===== src/sv/ocr_pkg.sv =====
package ocr_pkg;

    localparam int ID_W    = 13;
    localparam int LVL_W   = 3;
    localparam int PAR_W   = 10;
    localparam int CRD_W   = 32;
    localparam int SZ_W    = 31;
    localparam int ST_W    = 2;
    localparam int OFF_W   = 19;
    localparam int SQ_IN_W = 64;
    localparam int SQ_RT_W = 32;

    localparam int CFG_IDX_W = 3;
    localparam logic [CFG_IDX_W-1:0] CFG_ROOT_X   = 3'd0;
    localparam logic [CFG_IDX_W-1:0] CFG_ROOT_Y   = 3'd1;
    localparam logic [CFG_IDX_W-1:0] CFG_ROOT_Z   = 3'd2;
    localparam logic [CFG_IDX_W-1:0] CFG_ROOT_RAD = 3'd3;
    localparam logic [CFG_IDX_W-1:0] CFG_LEAF_X   = 3'd4;
    localparam logic [CFG_IDX_W-1:0] CFG_LEAF_Y   = 3'd5;
    localparam logic [CFG_IDX_W-1:0] CFG_LEAF_Z   = 3'd6;
    localparam logic [CFG_IDX_W-1:0] CFG_DEEPEST  = 3'd7;

    localparam logic [ST_W-1:0] ST_OK     = 2'd0;
    localparam logic [ST_W-1:0] ST_BEYOND = 2'd1;
    localparam logic [ST_W-1:0] ST_SAT    = 2'd2;

    localparam logic [SZ_W-1:0] SIZE_MAX = 31'h7FFF_FFFF;

    // first id of each level: (8^L - 1) / 7
    localparam logic [OFF_W-1:0] LVL_OFF [0:7] = '{
        19'd0, 19'd1, 19'd9, 19'd73, 19'd585, 19'd4681, 19'd37449, 19'd299593
    };

    typedef struct packed {
        logic signed [CRD_W-1:0] x;
        logic signed [CRD_W-1:0] y;
        logic signed [CRD_W-1:0] z;
    } t_center;

endpackage


===== src/sv/ocr_isqrt.sv =====
module ocr_isqrt (
    input  logic                         i_clk,
    input  logic                         i_rst_n,
    input  logic                         i_start,
    input  logic [ocr_pkg::SQ_IN_W-1:0]  i_value,
    output logic                         o_busy,
    output logic                         o_done,
    output logic [ocr_pkg::SQ_RT_W-1:0]  o_root
);
    import ocr_pkg::*;

    localparam int STEPS = SQ_RT_W;
    localparam int CNT_W = $clog2(STEPS);
    localparam int REM_W = SQ_RT_W + 1;

    logic               r_busy;
    logic               r_done;
    logic [CNT_W-1:0]   r_cnt;
    logic [SQ_IN_W-1:0] r_val;
    logic [REM_W-1:0]   r_rem;
    logic [SQ_RT_W-1:0] r_root;

    logic [REM_W+1:0]   w_shift;
    logic [REM_W+1:0]   w_trial;
    logic               w_fit;
    logic [REM_W+1:0]   w_diff;

    assign w_shift = {r_rem, r_val[SQ_IN_W-1 -: 2]};
    assign w_trial = {1'b0, r_root, 2'b01};
    assign w_fit   = (w_shift >= w_trial);
    assign w_diff  = w_shift - w_trial;

    always_ff @(posedge i_clk) begin
        if (!i_rst_n) begin
            r_busy <= 1'b0;
            r_done <= 1'b0;
            r_cnt  <= '0;
        end else begin
            r_done <= 1'b0;
            if (i_start) begin
                r_busy <= 1'b1;
                r_cnt  <= '0;
            end else if (r_busy) begin
                if (r_cnt == CNT_W'(STEPS - 1)) begin
                    r_busy <= 1'b0;
                    r_done <= 1'b1;
                    r_cnt  <= '0;
                end else begin
                    r_cnt <= r_cnt + 1'b1;
                end
            end
        end
    end

    always_ff @(posedge i_clk) begin
        if (i_start) begin
            r_val  <= i_value;
            r_rem  <= '0;
            r_root <= '0;
        end else if (r_busy) begin
            r_val  <= {r_val[SQ_IN_W-3:0], 2'b00};
            r_rem  <= w_fit ? w_diff[REM_W-1:0] : w_shift[REM_W-1:0];
            r_root <= {r_root[SQ_RT_W-2:0], w_fit};
        end
    end

    assign o_busy = r_busy;
    assign o_done = r_done;
    assign o_root = r_root;

    a_no_restart: assert property (@(posedge i_clk) disable iff (!i_rst_n)
        i_start |-> !r_busy) else $error("square root restarted while busy");
    a_done_after_busy: assert property (@(posedge i_clk) disable iff (!i_rst_n)
        r_done |-> $past(r_busy)) else $error("done without a running root");
    a_idle_count: assert property (@(posedge i_clk) disable iff (!i_rst_n)
        !r_busy |-> r_cnt == '0) else $error("step count moved while idle");

endmodule


===== config.mk =====
export PLATFORM = sky130hd
export DESIGN_NAME = ocr_isqrt
export DESIGN_NICKNAME = d
export VERILOG_FILES = /design/src/sv/ocr_pkg.sv /design/src/sv/ocr_isqrt.sv
export SDC_FILE = /design/constraint.sdc
export NUM_CORES = 1
export LEC_CHECK = 0
export BUFFER_PORTS_ARGS = -buffer_cell sky130_fd_sc_hd__buf_2
export CAP_MARGIN = 20
export CORE_AREA = 4 4 142 144
export DETAILED_ROUTE_END_ITERATION = 12
export DIE_AREA = 0 0 146 148
export PLACE_DENSITY_LB_ADDON = 0.12
export SKIP_CTS_REPAIR_TIMING = 1
export SYNTH_ARGS = -nofsm -noshare
export SYNTH_HDL_FRONTEND = slang
export SYNTH_SLANG_ARGS = --single-unit

===== constraint.sdc =====
create_clock -name i_clk -period 5.4 [get_ports i_clk]
set_clock_uncertainty 0.15 [all_clocks]
set_input_delay 0.81 -clock i_clk [delete_from_list [all_inputs] [get_ports i_clk]]
set_output_delay 0.81 -clock i_clk [all_outputs]
set_load 0.02 [all_outputs]

# Word-level counts from Yosys, hierarchy flattened
# Index checks and enable logic that the tools add are counted.
[word_totals]
word_cells = 23
ff_bits = 136
mem_count = 0
latchBits = 0
ramBits = 0
out_inout_bits = 34
romBits = 0
in_bits = 67
[classes]
n_mul = 0
n_shift = 0
add_sub_neg = 2
n_eq_ne = 1
muxes = 8
div = 0
bitwise_logic = 2
magnitude_cmp = 1
reduce_logical = 3
[ops]
columns = ["cell", "n"]
rows = [
  ["$mux 64", 2],
  ["$ge 35x34->1", 1],
  ["$mux 33", 1],
  ["$sub 33x33->33", 1],
  ["$add 5x1->5 const B", 1],
  ["$eq 5x5->1 const B", 1],
  ["$mux 5", 1],
  ["$mux 1", 4],
  ["$reduce_or 3->1", 1],
  ["$not 1->1", 2],
  ["$reduce_bool 2->1", 1],
  ["$reduce_or 2->1", 1],
]

# Depth between registers and ports, before layout
[depth]
depth_word = 4
ltp_mapped = 13
depth_no_buf = 11

# Worst setup path after synthesis
# No wires, ideal clock.
[synth_path]
path_type = "register to register"
from = "reg r_root[7] (netlist: o_root[7])"
to = "reg r_rem[14]"
setup_time_ns = 0.117
slack_ns = 2.164
synth_period_minus_slack_ns = 3.236
required_ns = 5.133
path_stages_with_launch = 13
t_arrival_ns = 2.969
n_path_buf = 1
cell_sequence = "dfxtp_1 -> inv_1 -> ha_1 -> a21o_1 -> a21oi_2 -> o311ai_2 -> or4_4 -> nand2_4 -> o31ai_4 -> a21o_4 -> buf_6 -> mux2_4 -> a22o_1"
[synth_between]
elab_chain_len = 2
word_cells_on_any_way = 3
classes_between = "1 x add/sub; 1 x order compare; 1 x mux"
[synth_rtl]
columns = ["element", "line", "text"]
rows = [
  ["start, declared", "ocr_isqrt.sv:21", "logic [SQ_RT_W-1:0] r_root;"],
  ["start signal, assigned", "ocr_isqrt.sv:63", "r_root <= {r_root[SQ_RT_W-2:0], w_fit};"],
  ["$sub 33x33->33 / $ge 35x34->1 (equally long branches)", "ocr_isqrt.sv:31, ocr_isqrt.sv:30", ""],
  ["$mux 33 *", "ocr_isqrt.sv:62", "r_rem <= w_fit ? w_diff[REM_W-1:0] : w_shift[REM_W-1:0];"],
  ["end signal, assigned", "ocr_isqrt.sv:62", ""],
  ["end, declared", "ocr_isqrt.sv:20", "logic [REM_W-1:0] r_rem;"],
]
# Every way passes the cells marked *; elsewhere a longest branch is shown, timed or not.
# A chain may end at the register's enable or synchronous reset.

# Worst setup path after layout
# Ends and elaborated chain as after synthesis.

==> summary.txt <==
Status - completed
Post-synthesis sequential area ratio - 0.4540
Clock slew at reported path FFs - 0.06 ns
Initial Util - 0.3961
Drt total wl - 16.14 mm
Ranking of synthesized cells by area - edfxtp_1 26%, dfxtp_1 19%, mux2_2 9.4%
Reg2reg path depth - 11
Routed via count - 5415
Core ar. - 18710 um2
First-pass GRT wire length - 26.78 mm
Path length in cells of the critical path - 11
Critical R2R Launch - o_root[7]
CP Capture Point - r_rem[14]
Post-Place Cells - 998
Post-synthesis average cell area - 10.64 um2
Mapped Area - 7408 um2
First DRT Iteration DRCs - 235
Num rows - 50
Final ANT Viol Nets - 0
DRT Pass-1 Iters - 4
Peak Freq - 283.1 MHz
Final setup vio count - 0
Synthesized instance count - 696
Finished Layout Cells - 1030
WL/cell - 15.67 um
Warnings, synthesis - 0
R2r endpoint - r_rem[14]
Worst Max-Slew Pin Slew - 0.8791 ns
Critical Path Max Stage Delay - 0.52 ns
Ys flop type - dfxtp_1
Cells along the critical path - inv_1 > ha_1 > and3_1 > nand3_1 > o311ai_2 > or4_4 > nand2_4 > o31ai_4 > a21o_4 > mux2_4 > a22o_1
Number of synthesized flops with an enable pin - 64
Max clock buf depth - 2
Final Max Slew Viols - 0
CTS tree - built
GR Util All Layers - 0.1516
Die footprint - 21610 um2
Io pins - 101
P_int - 2.361 mW
Cell taking the most area after synthesis - edfxtp_1
CP endpoint kind - register
Cts bufs inserted - 17
Ys async rst share - 0
Buffers plus inverters on the worst setup path - 1
Clk root buf - clkbuf_16
Clock share of power - 0.307
Max Cap Viol - 0
FF+latch count, synth - 136
Synthesized net count - 799
Final Hold Viols - 0
VDD IR max - 0.3386 mV
Kind of cell adding the most delay to the critical path - compound AO/OA/AOI/OAI gates
Detailed Place HPWL - 11.22 mm
Number of global-route vias before repair - 5389
Fillers - 1801
Die Wd - 146 um
Worst path arrival time - 3.70 ns
Layout cells sized above 1 - 0.2651
Pleak - 3.601 nW
Sequential fraction of design power - 0.348
Most frequent cell after synthesis - nor2_1
Vias per cell - 5.257
Skew-Pair Late Insertion Delay - 0.43 ns
Final Critical Period - 3.533 ns
Highest-delay cell along the critical path - a21o_4
Fin crit share - 0.6542
Power Dens Cells - 417.9 nW/um2
NetSw - 1.245 mW
Antenna Cells - 0
CTS Sinks - 136
Crit path launch - o_root[7]
Top cells by instance count after synthesis - 80 x nor2_1, 72 x dfxtp_1, 64 x edfxtp_1, 62 x mux2_2, 59 x mux2i_1
H-tree depth - 4
Distinct cells, synth - 62
Largest fanout on the critical path - 30
Unrepaired setup endpoints after global routing - false
Total gr overflow - 0
Post-synth top area share - 0.2594
Total Nets Final - 886
Setup TNS - 0 ns
Worst EP required - 5.57 ns
Critical path class - register to register
Startpoint class of the critical path - register
DRC - 0
Sw frac - 0.3453
Pin count of the biggest net entering global routing - 72
PortBufs - 100
Synth-to-Final Area Change - 16.48%
Die H - 148 um
Gpl congestion - 0.8689
Reg2reg setup slack - 1.87 ns
Comb pwr share - 0.345
Worst min path class - register to register
Initial antenna violation count - 1
Slew HR - 0.4131
## routing by layer
layer | GRT usage | vias up | part of all wire
met5 | 0 | - | 0.00043
met4 | 0.05786 | 2 | 0.014
met3 | 0.05212 | 22 | 0.059
met2 | 0.2415 | 104 | 0.47
met1 | 0.1911 | 2578 | 0.46
li1 | - | 2709 | -
## worst min-delay path by stage
stage | start | to | slack [ns] | cells after the start
final | r_rem[3] | r_rem[3] | 0.36 | 2
after global routing | r_rem[28] | r_rem[28] | 0.38 | 2
after CTS | r_rem[28] | r_rem[28] | 0.36 | 2
after detailed placement | r_cnt[4] | r_cnt[4] | 0.35 | 2
after global placement | r_cnt[4] | r_cnt[4] | 0.34 | 2
after floorplan | r_cnt[4] | r_cnt[4] | 0.32 | 2
## cells by family after synthesis
| kind of cell | after synthesis | share of synthesized area |
|---|---|---|
| buffers and inverters | 76 | 0.04205 |
| xor gates and xnor gates | 32 | 0.03783 |
| muxes | 122 | 0.1760 |
| DFF | 136 | 0.4540 |
| AOI/OAI and AO/OA | 138 | 0.1321 |
| and+or+nand+nor | 156 | 0.09728 |
| adders and majority gates | 36 | 0.06080 |
## state kept, by name, indices dropped and copies added, names as in the netlist
register	cells
r_val	64
o_done	1
o_busy	1
r_rem	33
r_cnt	5
o_root	32
## placed cells by master, fill, tap and decap left out, types with 5 or more instances in the layout
cell / synthesis / routed
a211oi_1: 31 / 31
a21o_1: 15 / 15
a21oi_1: 31 / 31
and3_1: 8 / 8
buf_2: 3 / 99
clkbuf_16: 0 / 17
dfxtp_1: 72 / 71
edfxtp_1: 64 / 64
ha_1: 36 / 36
inv_1: 40 / 39
inv_6: 0 / 7
mux2_2: 62 / 62
mux2i_1: 59 / 59
nand2_1: 25 / 25
nand3_1: 12 / 12
nand4_1: 5 / 5
nor2_1: 80 / 80
o211ai_1: 5 / 5
o21ai_0: 14 / 14
o31ai_1: 5 / 5
xnor2_1: 16 / 16
xor2_1: 16 / 16
## final cells by class
cell class                      count  area, um2  share of cell area
Timing Repair Buffer              103      525.5             0.06090
Inverter                           41      153.9             0.01783
Clock buffer                       17      425.4             0.04930
Multi-Input combinational cell    484       3734              0.4327
Sequential cell                   136       3367              0.3902
Tap cell                          234      292.8             0.03393
Clock inverter                     15      131.4             0.01522
## stage by stage
stage | hold slack (ns) | setup WS [ns] | total power, mW | cell area (um2) | utilization
6_report | 0.3577 | 1.867 | 3.606 | 8630 | 0.4613
5_1_grt | 0.3808 | 1.639 | 3.838 | 8630 | 0.4613
4_1_cts | 0.3590 | 1.836 | 3.651 | 8630 | 0.4613
3_5_place_dp | 0.3457 | 1.863 | 2.520 | 8073 | 0.4316
3_3_place_gp | 0.3372 | 1.910 | 2.511 | 8073 | 0.4316
2_1_floorplan | 0.3175 | 2.164 | 2.296 | 7408 | -
## power groups by stage
stage | registers (mW) | logic, mW | clock network [mW]
floorplan | 1.25 | 1.05 | 0
CTS | 1.25 | 1.26 | 1.14
global route | 1.27 | 1.39 | 1.19
finish | 1.25 | 1.25 | 1.11
detailed placement | 1.28 | 1.24 | 0
global placement | 1.27 | 1.24 | 0
## worst reg2reg max path: stages, from the launching register on
cell,delay [ns]
dfxtp_1,0.37
inv_1,0.06
ha_1,0.40
and3_1,0.25
nand3_1,0.15
o311ai_2,0.41
or4_4,0.23
nand2_4,0.06
o31ai_4,0.31
a21o_4,0.52
mux2_4,0.35
a22o_1,0.19
Power figures use the tool's default switching activity.
